--- src/hdl/gmim_pkg.sv ---
// ----------------------------------------------------------------------------
// gmim_pkg: shared types and constants for the increasing-moves grid engine
// Sizes of the line store, position counters and the front/back item queue.
// ----------------------------------------------------------------------------
package gmim_pkg;

    // grid limits and field widths
    localparam int MAX_ROWS   = 1024;
    localparam int MAX_COLS   = 1024;
    localparam int VALUE_BITS = 20;
    localparam int ROW_BITS   = $clog2(MAX_ROWS);
    localparam int COL_BITS   = $clog2(MAX_COLS);
    localparam int CFG_BITS   = 11;

    // item queue between front and back; depth is a power of two
    localparam int QUEUE_DEPTH = 4;
    localparam int QPTR_BITS   = $clog2(QUEUE_DEPTH);

    typedef logic [VALUE_BITS-1:0] t_value;
    typedef logic [ROW_BITS-1:0]   t_row;
    typedef logic [COL_BITS-1:0]   t_col;

    // one classified cell, as handed from front to back
    typedef struct packed {
        t_value value;
        t_row   row;
        t_col   col;
        logic   first_col;  // column 0: always reachable
        logic   has_upper;  // row above exists in this column
        logic   has_lower;  // row below exists in this column
        logic   last;       // final cell of the grid
    } t_item;

    // one line-store entry
    typedef struct packed {
        logic   reach;
        t_value value;
    } t_line;

endpackage

--- src/hdl/gmim_front.sv ---
// ----------------------------------------------------------------------------
// gmim_front: input side of the increasing-moves grid engine
// Holds the row count register, tracks the row and column of the next cell
// and tags each accepted cell with its position and neighbor flags.
// ----------------------------------------------------------------------------
module gmim_front (
    input  logic                    i_clk,
    input  logic                    i_rst_n,
    input  logic                    i_cfg_we,
    input  logic [gmim_pkg::CFG_BITS-1:0] i_cfg_wdata,
    input  logic                    i_valid,
    output logic                    o_ready,
    input  logic [gmim_pkg::VALUE_BITS-1:0] i_cell_value,
    input  logic                    i_last_cell,
    output logic                    o_push,
    output gmim_pkg::t_item         o_item,
    input  logic                    i_q_space
);
    import gmim_pkg::*;

    logic [CFG_BITS-1:0] r_row_count;
    t_row                r_row, n_row;
    t_col                r_col, n_col;
    logic [ROW_BITS:0]   rows_eff;
    logic [ROW_BITS:0]   row_plus;
    logic                last_row;
    logic                xfer;

    assign o_ready = i_q_space;
    assign xfer    = i_valid & i_q_space;
    assign o_push  = xfer;

    // effective row count: zero reads as one, large counts saturate
    always_comb begin
        if (r_row_count == '0) begin
            rows_eff = (ROW_BITS+1)'(1);
        end else if (32'(r_row_count) > MAX_ROWS) begin
            rows_eff = (ROW_BITS+1)'(MAX_ROWS);
        end else begin
            rows_eff = (ROW_BITS+1)'(r_row_count);
        end
    end

    assign row_plus = {1'b0, r_row} + (ROW_BITS+1)'(1);
    assign last_row = (row_plus >= rows_eff);

    // classified item
    always_comb begin
        o_item.value     = i_cell_value;
        o_item.row       = r_row;
        o_item.col       = r_col;
        o_item.first_col = (r_col == '0);
        o_item.has_upper = (r_row != '0);
        o_item.has_lower = ~last_row;
        o_item.last      = i_last_cell;
    end

    // next position
    always_comb begin
        n_row = r_row;
        n_col = r_col;
        if (xfer) begin
            if (i_last_cell) begin
                n_row = '0;
                n_col = '0;
            end else if (last_row) begin
                n_row = '0;
                if (r_col != COL_BITS'(MAX_COLS - 1)) begin
                    n_col = r_col + COL_BITS'(1);
                end
            end else begin
                n_row = row_plus[ROW_BITS-1:0];
            end
        end
    end

    always_ff @(posedge i_clk) begin
        if (!i_rst_n) begin
            r_row_count <= CFG_BITS'(1);
            r_row       <= '0;
            r_col       <= '0;
        end else begin
            if (i_cfg_we) begin
                r_row_count <= i_cfg_wdata;
            end
            r_row <= n_row;
            r_col <= n_col;
        end
    end

endmodule

--- config.mk ---
export PLATFORM = sky130hd
export DESIGN_NAME = gmim_front
export DESIGN_NICKNAME = d
export VERILOG_FILES = /design/src/hdl/gmim_pkg.sv /design/src/hdl/gmim_front.sv
export SDC_FILE = /design/constraint.sdc
export NUM_CORES = 1
export LEC_CHECK = 0
export BUFFER_PORTS_ARGS = -buffer_cell sky130_fd_sc_hd__buf_4
export CAP_MARGIN = 20
export CORE_MARGIN = 2
export CORE_UTILIZATION = 45
export CTS_CLUSTER_DIAMETER = 150
export DETAILED_ROUTE_END_ITERATION = 12
export PLACE_DENSITY = 0.71
export SYNTH_ARGS = -nofsm -noshare
export SYNTH_HDL_FRONTEND = slang
export SYNTH_SLANG_ARGS = --single-unit
--- constraint.sdc ---
create_clock -name i_clk -period 8.71 [get_ports i_clk]
set_clock_uncertainty 0.1 [all_clocks]
set_input_delay 1.742 -clock i_clk [delete_from_list [all_inputs] [get_ports i_clk]]
set_output_delay 1.742 -clock i_clk [all_outputs]
set_load 0.03 [all_outputs]
==> out/qor.yml <==
worst_setup_path:
  start_kind: "flip-flop"
  required_ns: 6.87
  crit_arrival_ns: 3.14
  r2r-start: "r_row[0]"
  r2r_end: "r_col[6]"
  slowest_delay_ns: 0.40
  crit_chain: "ha_1 > and3_1 > and3_1 > nor2b_1 > or2_2 > ha_1 > nand4_1 > or3_1 > o21a_1 > and2_1 > buf_4"
  r2r_cells: 12
  criticalPathCategory: "reg -> out"
  worst-path-stages: 11
  cp_top_family: "simple AND/OR/NAND/NOR gates"
  setup.worst_path.end: "o_item[1]"
  critPathMaxFanout: 7
  crit_path_start: "r_row[0]"
  rrSetupSlack_ns: 5.04
  endpoint_kind: "output pin"
  crit_slowest_cell: "or3_1"
  cp_num_buf_inv: 1
routing:
  vias: 1802
  ant_nets: 0
  drc: 0
  drt-initial-drc-count: 78
  first_pass_iters: 4
  wire_per_inst_microns: 14.19
  wirelength_mm: 4.599
  routed_via_density: 5.562
synthesis:
  syn_inst: 251
  seq_area_frac_synth_pct: 30.58
  avgSynthCellArea_sq_um: 8.085
  synthArstFlopShare_pct: 0
  synthesis.area_sq_um: 2029
  yosys-top-cells-count: "dfxtp_1 (31), nand2_1 (26), buf_4 (22), nor2_1 (22)"
  yosys_warnings: 0
  netlist-cell-type-count: 43
  synth_top_area_cell: "dfxtp_1"
  ys.flop_type: "dfxtp_1"
  synth_seq_cells: 31
  synth_top_area_share_pct: 30.58
  syn-num-nets: 303
  synth_area_leaders: "dfxtp_1 (31%), ha_1 (9.2%), buf_4 (8.1%), mux2i_1 (6.9%), nand2_1 (4.8%)"
  synth-edff-count: 0
  yosysMostFrequentCell: "dfxtp_1"
layout:
  layout.nets: 323
  seq_area_sq_um: 620.6
  diodes: 0
  area_growth_pct: 14.18
  final_core_util_pct: 53.22
  drive_gt1_share_pct: 19.85
  nFillCells: 415
  multi_input_area_sq_um: 1190
cts:
  max-clock-path-buffers: 2
  path_clk_slew_ns: 0.06
  clock_sinks: 31
  h-tree-depth: 2
  cts_resized: 0
  post_cts_buffers: 0
  cts_made_buffers: 5
  clk_latency_ns: 0.28
  holdBufCountCts: 0
  root_buffer: "clkbuf_8"
  cts_tree: "done"
placed_design:
  routabilityCongestion: 0.8837
  io_buffers: 42
  dpl.hpwl_mm: 3.395
power_and_ir_drop:
  p_leak_nw: 1.054
  vdd_drop_max_v: 0.00006430
  netSwitchingFraction_pct: 25.05
  combPwrFrac_pct: 13.2
  power.internal_w: 0.0002348
  p_seq_share_pct: 47.4
  p_switching_w: 0.00007845
  power.density_nw_per_um2: 135.2
  p_clk_share_pct: 39.3
global_route:
  antenna_found_initial: 0
  grt_max_degree: 28
  overflow: 0
  grt_pass1_wl_mm: 7.562
  grt_pass1_vias: 1644
  gr-usage-all-layers_pct: 18.56
floorplanning:
  dieArea_sq_um: 5063
  die_h_microns: 71.16
  row_count: 24
  io_pins: 83
  core_sq_um: 4354
  initial_core_util_pct: 46.61
  die_width_microns: 71.16
timing:
  fmax_mhz: 200.9
  tightest_slew_ns: 0.7471
  setup_tns_ns: 0
  hold_viol: 0
  min_period_over_period_pct: 57.15
  post-route-min-period_ns: 4.978
  rsz0062_at_grt: "no"
  relSlewSlack_pct: 49.89
  finalMaxSlewViolations: 0
  setup_viol: 0
min_path:
  hp-class: "reg -> reg"
job:
  drv_cap: 0
outcome:
  outcome: "finished clean"
layout by cell type (no fill, tap or decap), drive strengths merged, types with 2 or more instances in the layout:
master / instances
buf: 42
dfxtp: 31
nand2: 26
nor2: 22
nand3: 15
ha: 15
mux2i: 14
and3: 9
a21oi: 9
clkbuf: 8
nor2b: 7
nor4: 6
o21ai: 6
or3: 6
inv: 5
a22oi: 5
or2: 4
nor3: 4
xnor2: 3
a31oi: 3
nand4: 3
nand3b: 3
o22ai: 3
clkinv: 2
xor2: 2
nand2b: 2
o21a: 2
and2: 2
worst min-delay path by stage:
stage	slack [ns]	from	depth (start not counted)	to
after floorplan	0.37	r_row_count[0]	2	r_row_count[0]
after global placement	0.40	r_row_count[6]	2	r_row_count[6]
after detailed placement	0.41	r_row_count[4]	2	r_row_count[4]
after CTS	0.43	r_row_count[4]	2	r_row_count[4]
after global routing	0.45	r_col[9]	2	r_col[9]
final	0.42	r_row_count[4]	2	r_row_count[4]
power by group through the flow:
stage	clock network (W)	logic [W]	registers [W]
final	0.000123	0.0000415	0.000149
after global routing	0.000133	0.0000459	0.000149
after CTS	0.000126	0.0000417	0.000148
after detailed placement	0	0.0000417	0.000152
after global placement	0	0.0000411	0.000151
after floorplan	0	0.0000444	0.000151
routing by layer:
metal | vias to the layer above | track usage (%) | part of all wire (%)
met3 | 6 | 4.558 | 5.2
met4 | 0 | 7.338 | 1.1
met1 | 827 | 25.02 | 48
met5 | - | 0 | 0
met2 | 49 | 28.50 | 46
li1 | 920 | - | -
area by class of cell:
cell class              count  share of cell area (%)
flip-flops and latches     31                   26.78
multi-input cells         184                   51.35
well taps                  52                   2.808
inverters                   7                   1.134
clock buffers               8                   4.320
repair buffers             42                   13.61
registers in the layout (all words and copies together), names as in the netlist:
name         flops
r_row           10
r_row_count     11
r_col           10
worst register-to-register path, cell delays in order, from the launching register on:
cell	delay, ns
dfxtp_1	0.36
ha_1	0.25
and3_1	0.19
and3_1	0.20
nor2b_1	0.14
or2_2	0.28
ha_1	0.30
nand4_1	0.13
or3_1	0.40
o21a_1	0.20
a21oi_1	0.35
nand3b_1	0.29
o41ai_1	0.36
through the flow:
stage / instance area (sq um) / hold WS, ns / std cells / total power [W] / setup WS (ns)
6_report: 2317 / 0.4248 / 324 / 0.0003132 / 3.732
2_1_floorplan: 2029 / 0.3657 / 251 / 0.0001958 / 4.058
5_1_grt: 2317 / 0.4536 / 324 / 0.0003278 / 3.610
3_3_place_gp: 2217 / 0.4002 / 316 / 0.0001925 / 4.108
3_5_place_dp: 2217 / 0.4120 / 316 / 0.0001933 / 4.058
4_1_cts: 2317 / 0.4290 / 324 / 0.0003160 / 3.742
cells by family after synthesis:
family / after synthesis / synth area share, %
simple gates: 114 / 28.73
fa+ha+maj: 15 / 9.248
buf+inv: 36 / 10.79
xor+xnor: 5 / 2.158
mux: 14 / 6.905
flops: 31 / 30.58
compound gates: 36 / 11.59
Note: power is estimated with default switching activity, not from simulation.
