==> config.mk <==
export PLATFORM = sky130hd
export DESIGN_NAME = gmim_queue
export DESIGN_NICKNAME = d
export VERILOG_FILES = /design/src/hdl/gmim_pkg.sv /design/src/hdl/gmim_queue.sv
export SDC_FILE = /design/constraint.sdc
export NUM_CORES = 1
export LEC_CHECK = 0
export ABC_AREA = 1
export BUFFER_PORTS_ARGS = -buffer_cell sky130_fd_sc_hd__clkbuf_2
export CORE_MARGIN = 4
export CORE_UTILIZATION = 50
export DETAILED_ROUTE_END_ITERATION = 8
export PLACE_DENSITY = 0.83
export SETUP_SLACK_MARGIN = 0.15
export SLEW_MARGIN = 20
export SYNTH_ARGS = -nofsm -noshare
export SYNTH_HDL_FRONTEND = slang
export SYNTH_SLANG_ARGS = --single-unit
==> constraint.sdc <==
create_clock -name i_clk -period 7.4 [get_ports i_clk]
set_clock_uncertainty 0.05 [all_clocks]
set_input_delay 1.48 -clock i_clk [delete_from_list [all_inputs] [get_ports i_clk]]
set_output_delay 1.48 -clock i_clk [all_outputs]
set_load 0.05 [all_outputs]
==> src/hdl/gmim_pkg.sv <==
// ----------------------------------------------------------------------------
// gmim_pkg: shared types and constants for the increasing-moves grid engine
// Sizes of the line store, position counters and the front/back item queue.
// ----------------------------------------------------------------------------
package gmim_pkg;

    // grid limits and field widths
    localparam int MAX_ROWS   = 1024;
    localparam int MAX_COLS   = 1024;
    localparam int VALUE_BITS = 20;
    localparam int ROW_BITS   = $clog2(MAX_ROWS);
    localparam int COL_BITS   = $clog2(MAX_COLS);
    localparam int CFG_BITS   = 11;

    // item queue between front and back; depth is a power of two
    localparam int QUEUE_DEPTH = 4;
    localparam int QPTR_BITS   = $clog2(QUEUE_DEPTH);

    typedef logic [VALUE_BITS-1:0] t_value;
    typedef logic [ROW_BITS-1:0]   t_row;
    typedef logic [COL_BITS-1:0]   t_col;

    // one classified cell, as handed from front to back
    typedef struct packed {
        t_value value;
        t_row   row;
        t_col   col;
        logic   first_col;  // column 0: always reachable
        logic   has_upper;  // row above exists in this column
        logic   has_lower;  // row below exists in this column
        logic   last;       // final cell of the grid
    } t_item;

    // one line-store entry
    typedef struct packed {
        logic   reach;
        t_value value;
    } t_line;

endpackage

==> src/hdl/gmim_queue.sv <==
// ----------------------------------------------------------------------------
// gmim_queue: short item queue between front and back
// Small register FIFO; the head entry is visible while the queue is not empty.
// ----------------------------------------------------------------------------
module gmim_queue (
    input  logic            i_clk,
    input  logic            i_rst_n,
    input  logic            i_push,
    input  gmim_pkg::t_item i_push_item,
    output logic            o_space,
    output logic            o_pop_valid,
    output gmim_pkg::t_item o_pop_item,
    input  logic            i_pop
);
    import gmim_pkg::*;

    t_item                r_mem [QUEUE_DEPTH];
    logic [QPTR_BITS-1:0] r_wr_ptr;
    logic [QPTR_BITS-1:0] r_rd_ptr;
    logic [QPTR_BITS:0]   r_count;
    logic                 do_push;
    logic                 do_pop;

    assign o_space     = (r_count != (QPTR_BITS+1)'(QUEUE_DEPTH));
    assign o_pop_valid = (r_count != '0);
    assign o_pop_item  = r_mem[r_rd_ptr];
    assign do_push     = i_push & o_space;
    assign do_pop      = i_pop & o_pop_valid;

    // pointers and fill level
    always_ff @(posedge i_clk) begin
        if (!i_rst_n) begin
            r_wr_ptr <= '0;
            r_rd_ptr <= '0;
            r_count  <= '0;
        end else begin
            if (do_push) begin
                r_wr_ptr <= r_wr_ptr + QPTR_BITS'(1);
            end
            if (do_pop) begin
                r_rd_ptr <= r_rd_ptr + QPTR_BITS'(1);
            end
            case ({do_push, do_pop})
                2'b10:   r_count <= r_count + (QPTR_BITS+1)'(1);
                2'b01:   r_count <= r_count - (QPTR_BITS+1)'(1);
                default: r_count <= r_count;
            endcase
        end
    end

    // storage
    always_ff @(posedge i_clk) begin
        if (do_push) begin
            r_mem[r_wr_ptr] <= i_push_item;
        end
    end

endmodule

==> results of run 1 <==
how the worst max path moves through the flow:
stage	from	endpoint	slack, ns	depth (start not counted)
detailed placement	flop	o_pop_item[19]	3.72	4
global route	flop	o_pop_item[1]	3.04	4
floorplan	i_push	r_mem[0][0]$_DFFE_PP_	3.45	2
finish	flop	o_pop_item[0]	3.22	4
CTS	flop	o_pop_item[0]	3.21	4
global placement	flop	o_pop_item[6]	3.73	4
power breakdown:
| group | leakage, µW | internal [µW] | switching, µW | total, µW |
|---|---|---|---|---|
| clock | 0.000278 | 528 | 363 | 891 |
| combinational | 0.000977 | 215 | 759 | 973 |
| sequential | 0.00169 | 1250 | 81.0 | 1330 |
through the flow:
step / setup slack (ns) / util [%] / total power [µW]
CTS: 3.207 / 59.62 / 3214
global route: 3.041 / 59.62 / 3333
finish: 3.221 / 59.62 / 3192
floorplan: 3.446 / - / 2109
global placement: 3.733 / 55.43 / 2295
detailed placement: 3.720 / 55.43 / 2328
per-layer routing:
metal,share of wire [%],vias to the layer above,GRT usage (%)
li1,-,2007,-
met1,40,2090,22.66
met2,52,135,31.36
met3,6.8,15,5.667
met4,1.0,2,6.305
met5,0.089,-,0
critical path, stage by stage, from the launching register on:
cell,delay (ns)
sky130_fd_sc_hd__dfxtp_4,0.93
sky130_fd_sc_hd__inv_6,0.45
sky130_fd_sc_hd__o21ai_0,0.37
sky130_fd_sc_hd__o22ai_1,0.17
sky130_fd_sc_hd__clkbuf_2,0.28
flip-flops by register name, indices dropped and copies added, names as in the netlist, named ones only:
register  count
r_wr_ptr      2
r_rd_ptr      2
r_count       3
r_mem       176
logic make-up after synthesis:
| logic type | after synthesis | share of synthesized area (%) |
|---|---|---|
| flip-flops | 185 | 76.07 |
| AO/OA/AOI/OAI | 139 | 12.19 |
| AND/OR/NAND/NOR | 118 | 6.984 |
| buffers and inverters | 45 | 3.605 |
| adder cells (fa/ha/maj) | 6 | 1.149 |
placed cells by master, fill, tap and decap left out, types with 4 or more instances in the layout:
| master | synthesis | layout |
|---|---|---|
| sky130_fd_sc_hd__edfxtp_1 | 176 | 176 |
| sky130_fd_sc_hd__clkbuf_2 | 3 | 93 |
| sky130_fd_sc_hd__o21ai_0 | 83 | 83 |
| sky130_fd_sc_hd__nor2_1 | 78 | 74 |
| sky130_fd_sc_hd__o22ai_1 | 24 | 24 |
| sky130_fd_sc_hd__nor2_2 | 20 | 20 |
| sky130_fd_sc_hd__o22ai_2 | 20 | 20 |
| sky130_fd_sc_hd__clkbuf_16 | 0 | 17 |
| sky130_fd_sc_hd__inv_1 | 16 | 16 |
| sky130_fd_sc_hd__nand2_1 | 14 | 14 |
| sky130_fd_sc_hd__o21ai_1 | 7 | 7 |
| sky130_fd_sc_hd__dfxtp_1 | 9 | 7 |
| sky130_fd_sc_hd__a21oi_1 | 5 | 5 |
| sky130_fd_sc_hd__nand3_1 | 5 | 5 |
| sky130_fd_sc_hd__ha_1 | 5 | 5 |
| sky130_fd_sc_hd__nor2_4 | 0 | 4 |
| sky130_fd_sc_hd__buf_4 | 0 | 4 |
layout make-up:
cell class | instances | area share, %
multi-input combinational | 263 | 17.87
sequential | 185 | 65.60
timing repair buffer | 97 | 5.941
tap | 180 | 2.701
inverter | 18 | 0.8702
clock inverter | 13 | 1.830
clock buffer | 19 | 5.191
==> run_results.csv, run 1 <==
group,metric,value,unit
run_status,run_status,"finished, final reports clean",
logic_synthesis,synth_top_flop_cell,"sky130_fd_sc_hd__edfxtp_1",
clock_network,quantity_of_gates_resized_following_cts,0,
sta,maxSlewHeadroom,40.30,%
sta,setup_tns,0,ns
route,detail_route.wl_per_cell,18.87,µm
logic_synthesis,synth-warning-count,0,
setup_path,worstSetupStartpointType,"flop",
sta,post-route-period-util,56.48,%
logic_synthesis,post_synth_num_cell_types,23,
floorplanning,area_of_the_die,0.01635,mm²
setup_path,r2r_slack,5.28,ns
grt,grt_pass1_wl,22.91,mm
final_layout,number_of_filler_cells_placed_in_the_layout,1074,
logic_synthesis,synth_area_leader_cell,"sky130_fd_sc_hd__edfxtp_1",
route,drt-total-wl,14.62,mm
setup_path,worst-setup-path-type,"reg2out",
sta,final_period_minus_worst_setup_slack,4.179,ns
logic_synthesis,synth_top_cells_by_area,"sky130_fd_sc_hd__edfxtp_1 74%, sky130_fd_sc_hd__o21ai_0 5.8%, sky130_fd_sc_hd__nor2_1 4.1%",
route,first_pass_iters,5,
setup_path,worst_setup_path_end_kind,"output pin",
logic_synthesis,yosys-top-cells-count,"176 x sky130_fd_sc_hd__edfxtp_1, 83 x sky130_fd_sc_hd__o21ai_0, 78 x sky130_fd_sc_hd__nor2_1",
placement,gp_routability_congestion,0.7812,
setup_path,worst_ep_required_time,5.87,ns
final_layout,layout-drive-gt1-share,29.24,%
sta,finalHoldViolCount,0,
setup_path,rr_endpoint,"r_count[2]$_SDFFE_PN0P_",
grt,antenna_violations_before_repair,1,
hold_path,worstHoldStart,"r_rd_ptr[1]$_SDFFE_PN0P_",
sta,final_max_slew_viol_count,0,
floorplanning,ioPinCount,94,
placement,place_hpwl,8.188,mm
final_layout,post_layout_nonfiller_instances,775,
clock_network,cts_tree,"built",
final_layout,synthToLayoutAreaGrowth,16.07,%
final_layout,finish.instance_area,0.008339,mm²
route,route.detailed.drc,0,
grt,first_global_vias,4393,
logic_synthesis,synth-edff-count,176,
power_and_ir_drop,power.density,382.8,mW/mm²
grt,global_route.overflow_total,0,
route,drt_iter0_markers,523,
final_layout,multi_input_area,0.001490,mm²
route,drt.antenna.violating_nets,0,
logic_synthesis,synthesis.area_per_instance,14.57,µm²
setup_path,arrival,2.65,ns
job,cap_viol_max_count,0,
clock_network,cts_inserted_buffers,17,
sta,fin_worst_hold_slack,0.4624,ns
grt,largest_net_degree_at_the_start_of_global_routing,90,
floorplanning,initial_core_util,51.36,%
floorplanning,die_width,127.9,µm
placement,dp.cells,743,
logic_synthesis,post_synth_instance_area,0.007184,mm²
logic_synthesis,synth.ff_latch_count,185,
final_layout,insertedDiodeCount,0,
hold_path,hold-path-cell-count,2,
logic_synthesis,postSynthCellCount,493,
sta,setup_viol,0,
logic_synthesis,asyncSetResetFlopFracSynth,0,%
clock_network,cts_num_sinks,185,
floorplanning,coreArea,0.01399,mm²
placement,detailed_place.area,0.007754,mm²
clock_network,post-cts-setup-buffers,0,
clock_network,ctsRootBufferMaster,"sky130_fd_sc_hd__clkbuf_16",
logic_synthesis,yosysSeqAreaShare,76.07,%
power_and_ir_drop,power.ir.vdd_worst,0.0002192,V
power_and_ir_drop,cellLeakagePower,0.002945,µW
grt,globalRouteTotalUtil,18.51,%
clock_network,worst_skew_pair.late_latency,0.42,ns
route,routed-via-count,4249,
placement,port-buffer-count,93,
clock_network,clock_buffer_depth,2,
clock_network,clk_transition_reported_paths,0.06,ns
floorplanning,std_cell_rows,43,
setup_path,worst-path-max-fanout,89,
hold_path,holdCritPathClass,"reg2reg",
sta,max_freq,239.3,MHz
floorplanning,fp.dieH,127.9,µm
logic_synthesis,synth_largest_type_area_fraction,73.56,%
clock_network,post_cts_hold_buffer_count,0,
route,vias_per_cell,5.483,
logic_synthesis,synth.most_common_cell,"sky130_fd_sc_hd__edfxtp_1",
sta,worst_pin_slew,0.8955,ns
final_layout,finish.net_count,636,
setup_path,worstReg2RegStart,"r_count[1]$_SDFFE_PN0P_",
final_layout,final-seq-area,0.005470,mm²
setup_path,reg2regPathDepth,12,
clock_network,ctsHtreeMaxLevel,4,
sta,grt_setup_unrepaired,"false",
logic_synthesis,syn-num-nets,547,
Note: power is estimated with default switching activity, not from simulation.
==> run 2: changes to the inputs <==
clock period = 4.4 ns   (was 7.4 ns; I/O delays follow)
==> run_results.csv, run 2 (synthesis gave the netlist of run 1 again) <==
group,metric,value,unit
floorplanning,std_cell_rows,43,
placement,place_hpwl,8.684,mm
final_layout,final_common_cell,"sky130_fd_sc_hd__edfxtp_1",
setup_path,reg2regPathDepth,5,
setup_path,r2r_slack,2.20,ns
setup_path,crit_chain,"inv_2, o21ai_0, o22ai_1, clkbuf_2",
placement,port-buffer-count,93,
setup_path,cp_slowest_stage_delay,0.72,ns
clock_network,cts_inserted_buffers,17,
placement,detailed_place.area,0.007754,mm²
route,drt.antenna.violating_nets,0,
setup_path,cp_top_family,"buffers and inverters",
sta,finalHoldViolCount,0,
setup_path,worst-setup-path-type,"reg2out",
final_layout,finish.net_count,636,
grt,antenna_violations_before_repair,1,
grt,largest_net_degree_at_the_start_of_global_routing,90,
clock_network,clock_buffer_depth,2,
route,route.detailed.drc,0,
job,cap_viol_max_count,0,
final_layout,regMostFlops,"r_mem",
clock_network,cts_tree,"built",
route,detail_route.wl_per_cell,18.59,µm
final_layout,finish.instance_area,0.008320,mm²
route,vias_per_cell,5.512,
grt,grt_pass1_wl,22.14,mm
route,routed-via-count,4261,
final_layout,layout_top_registers,"r_mem: 176 flops, r_count: 3 flops",
final_layout,largest_register_ffs,176,
setup_path,worst_setup_path_end_kind,"output pin",
final_layout,layout-drive-gt1-share,28.84,%
floorplanning,fp.dieH,127.9,µm
sta,max_freq,284.5,MHz
grt,global_route.overflow_total,0,
route,drt_iter0_markers,395,
clock_network,quantity_of_gates_resized_following_cts,0,
power_and_ir_drop,p_total,5334,µW
clock_network,post_cts_hold_buffer_count,0,
clock_network,cts_num_sinks,185,
sta,maxSlewHeadroom,38.94,%
final_layout,synthToLayoutAreaGrowth,15.81,%
sta,final_period_minus_worst_setup_slack,3.515,ns
floorplanning,die_width,127.9,µm
placement,gp_routability_congestion,0.7743,
setup_path,worstSetupStartpointType,"flop",
final_layout,mostFrequentLayoutCells,"176 x sky130_fd_sc_hd__edfxtp_1, 93 x sky130_fd_sc_hd__clkbuf_2, 83 x sky130_fd_sc_hd__o21ai_0",
sta,setup_viol,0,
sta,grt_setup_unrepaired,"false",
sta,final_max_slew_viol_count,0,
grt,first_global_vias,4425,
floorplanning,area_of_the_die,0.01635,mm²
setup_path,cp_num_cells,4,
clock_network,clk_transition_reported_paths,0.06,ns
clock_network,ctsRootBufferMaster,"sky130_fd_sc_hd__clkbuf_16",
setup_path,worst-path-max-fanout,45,
clock_network,post-cts-setup-buffers,0,
route,first_pass_iters,4,
route,drt-total-wl,14.37,mm
power_and_ir_drop,power.density,641.1,mW/mm²
hold_path,holdCritPathClass,"reg2reg",
floorplanning,ioPinCount,94,
final_layout,insertedDiodeCount,0,
floorplanning,coreArea,0.01399,mm²
sta,worst_pin_slew,0.9159,ns
power_and_ir_drop,power.ir.vdd_worst,0.0006290,V
grt,globalRouteTotalUtil,17.85,%
sta,post-route-period-util,79.90,%
setup_path,worst_ep_required_time,3.47,ns
final_layout,final_core_util,59.48,%
sta,setup_tns,0,ns
clock_network,worst_skew_pair.late_latency,0.42,ns
setup_path,slowest_stage,"sky130_fd_sc_hd__inv_2",
floorplanning,initial_core_util,51.36,%
setup_path,arrival,2.59,ns
clock_network,ctsHtreeMaxLevel,4,
setup_path,critPathBufInv,2,
run_status,run_status,"finished, final reports clean",
hold_path,hold-path-cell-count,2,
power_and_ir_drop,cellLeakagePower,0.002933,µW
[run 2: final timing paths]
kind / startpoint / to
min: r_rd_ptr[1]$_SDFFE_PN0P_ / flop
max: flop / o_pop_item[7]
max reg2reg: r_count[1]$_SDFFE_PN0P_ / r_mem[1][9]$_DFFE_PP_
min reg2reg: r_rd_ptr[1]$_SDFFE_PN0P_ / flop
[run 2: layout make-up]
cell class | count | area (µm²)
Clock buffer | 21 | 440.4
Clock inverter | 9 | 126.4
Fill cell | 1052 | 5668
Inverter | 18 | 72.57
Multi-Input combinational cell | 263 | 1490
Sequential cell | 185 | 5470
Tap cell | 180 | 225.2
Timing Repair Buffer | 97 | 495.5
[run 2: per-layer routing]
metal | vias to the layer above | GRT usage, % | part of all wire (%)
met5 | - | 0 | 0.090
met4 | 2 | 7.678 | 2.2
met3 | 27 | 5.667 | 6.0
met2 | 122 | 30.04 | 51
met1 | 2108 | 21.19 | 40
li1 | 2002 | - | -
[run 2: worst register-to-register path: stages (launching register included)]
cell and delay [ns]:
sky130_fd_sc_hd__dfxtp_1 0.36, sky130_fd_sc_hd__nor2_1 0.07, sky130_fd_sc_hd__nand2_1 0.14, sky130_fd_sc_hd__nand2_2 0.20, sky130_fd_sc_hd__nor2_4 0.51, sky130_fd_sc_hd__buf_4 0.49
[run 2: power breakdown]
group,switching [µW],internal (µW),leakage [µW],total [µW]
sequential,137,2100,0.00169,2230
combinational,1270,362,0.000977,1630
clock,587,882,0.000266,1470
[run 2: metrics by stage]
| stage | std cells | setup slack (ns) | hold WS [ns] |
|---|---|---|---|
| floorplan | 493 | 1.046 | 0.4121 |
| CTS | 773 | 0.8226 | 0.4445 |
| global placement | 743 | 1.323 | 0.4244 |
| global route | 773 | 0.6498 | 0.4854 |
| detailed placement | 743 | 1.282 | 0.4343 |
| finish | 773 | 0.8846 | 0.4483 |
==> run 3: changes to the inputs <==
clock period = 3.25 ns   (was 4.4 ns; I/O delays follow)
==> run_results.csv, run 3 (synthesis gave the netlist of run 1 again) <==
group,metric,value,unit
run_status,run_status,"finished, final reports clean",
sta,fin_worst_hold_slack,0.4000,ns
floorplanning,coreArea,0.01399,mm²
placement,place_hpwl,8.581,mm
sta,post-route-period-util,90.85,%
final_layout,mostFrequentLayoutCells,"176 x sky130_fd_sc_hd__edfxtp_1, 93 x sky130_fd_sc_hd__clkbuf_2, 83 x sky130_fd_sc_hd__o21ai_0",
placement,dp_worst_setup_slack,0.6941,ns
setup_path,slowest_stage,"sky130_fd_sc_hd__dfxtp_2",
floorplanning,fp.dieH,127.9,µm
grt,global_route.overflow_total,0,
power_and_ir_drop,power.ir.vdd_worst,0.0004804,V
power_and_ir_drop,p_total,7221,µW
floorplanning,initial_core_util,51.36,%
power_and_ir_drop,cellLeakagePower,0.002971,µW
grt,grt_pass1_wl,22.05,mm
sta,setup_tns,0,ns
sta,setup_viol,0,
final_layout,layout_top_registers,"r_mem: 176 flops, r_count: 3 flops",
floorplanning,die_width,127.9,µm
grt,largest_net_degree_at_the_start_of_global_routing,89,
route,vias_per_cell,5.510,
setup_path,cp_num_cells,5,
final_layout,regMostFlops,"r_mem",
clock_network,post-cts-setup-buffers,0,
sta,grt_setup_unrepaired,"false",
final_layout,synthToLayoutAreaGrowth,16.42,%
placement,gp_routability_congestion,0.7265,
clock_network,worst_skew_pair.late_latency,0.42,ns
setup_path,worst-setup-path-type,"reg2out",
clock_network,cts_num_sinks,185,
setup_path,critPathBufInv,3,
clock_network,clock_buffer_depth,2,
setup_path,worstSetupStartpointType,"flop",
grt,first_global_vias,4379,
route,drt.antenna.violating_nets,0,
final_layout,largest_register_ffs,176,
route,routed-via-count,4292,
final_layout,insertedDiodeCount,0,
grt,globalRouteTotalUtil,17.69,%
floorplanning,std_cell_rows,43,
hold_path,holdCritPathClass,"in2reg",
sta,final_max_slew_viol_count,0,
setup_path,arrival,2.25,ns
sta,maxSlewHeadroom,55.07,%
power_and_ir_drop,power.density,863.3,mW/mm²
sta,final_period_minus_worst_setup_slack,2.953,ns
final_layout,final_core_util,59.79,%
final_layout,finish.net_count,641,
clock_network,clk_transition_reported_paths,0.06,ns
setup_path,worst_ep_required_time,2.55,ns
sta,max_freq,338.7,MHz
setup_path,rr_endpoint,"r_count[2]$_SDFFE_PN0P_",
route,drt-total-wl,14.29,mm
setup_path,worst_setup_path_end_kind,"output pin",
clock_network,post_cts_hold_buffer_count,0,
placement,port-buffer-count,93,
setup_path,worst-path-max-fanout,24,
clock_network,ctsHtreeMaxLevel,4,
setup_path,reg2regPathDepth,12,
clock_network,cts_inserted_buffers,17,
sta,worst_pin_slew,0.6739,ns
setup_path,r2r_slack,1.19,ns
route,drt_iter0_markers,268,
setup_path,crit_chain,"inv_2, buf_4, o21ai_0, o22ai_1, clkbuf_2",
clock_network,ctsRootBufferMaster,"sky130_fd_sc_hd__clkbuf_16",
setup_path,cp_top_family,"buffers and inverters",
clock_network,cts_tree,"built",
sta,finalHoldViolCount,0,
final_layout,layout-drive-gt1-share,29.55,%
setup_path,cp-endpoint,"o_pop_item[0]",
setup_path,cp_slowest_stage_delay,0.45,ns
route,route.detailed.drc,0,
floorplanning,ioPinCount,94,
grt,antenna_violations_before_repair,0,
clock_network,quantity_of_gates_resized_following_cts,0,
job,cap_viol_max_count,0,
final_layout,final_common_cell,"sky130_fd_sc_hd__edfxtp_1",
floorplanning,area_of_the_die,0.01635,mm²
setup_path,worstReg2RegStart,"r_count[1]$_SDFFE_PN0P_",
sta,setup_ws,0.2974,ns
route,first_pass_iters,5,
route,detail_route.wl_per_cell,18.35,µm
==> run 3: final cells by class <==
type / count / area [µm²]
fillers: 1043 / 5624
flip-flops and latches: 185 / 5470
multi-input cells: 263 / 1490
repair buffers: 102 / 536.8
clock buffers: 20 / 436.7
well taps: 180 / 225.2
clock inverters: 11 / 130.1
inverters: 18 / 75.07
==> run 3: worst min path at each step <==
stage	cells after the start	slack [ns]	end	startpoint
after global routing	1	0.38	r_mem[1][29]$_DFFE_PP_	i_push_item[29]
after floorplan	2	0.41	flop	r_rd_ptr[1]$_SDFFE_PN0P_
after detailed placement	2	0.46	r_wr_ptr[1]$_SDFFE_PN0P_	r_wr_ptr[1]$_SDFFE_PN0P_
after CTS	1	0.38	r_mem[0][5]$_DFFE_PP_	i_push_item[5]
after global placement	2	0.43	flop	r_rd_ptr[1]$_SDFFE_PN0P_
final	1	0.40	r_mem[3][37]$_DFFE_PP_	i_push_item[37]
==> run 3: per-stage QoR <==
step	cells	cell area [µm²]
after CTS	779	8358
after global placement	748	7791
final	779	8364
after global routing	779	8364
after floorplan	493	7184
after detailed placement	748	7791
==> run 3: report_power, final <==
group / switching, µW / internal (µW)
Sequential: 120 / 2840
Combinational: 1770 / 505
Clock: 796 / 1190
Total: 2690 / 4540
==> run 3: routing by layer <==
layer  vias up  GRT usage, %  part of all wire (%)
li1       2009             -                     -
met1      2163         21.21                    41
met2       105         30.59                    51
met3        15         5.458                   6.3
met4         0         5.680                   1.4
met5         -             0                     0
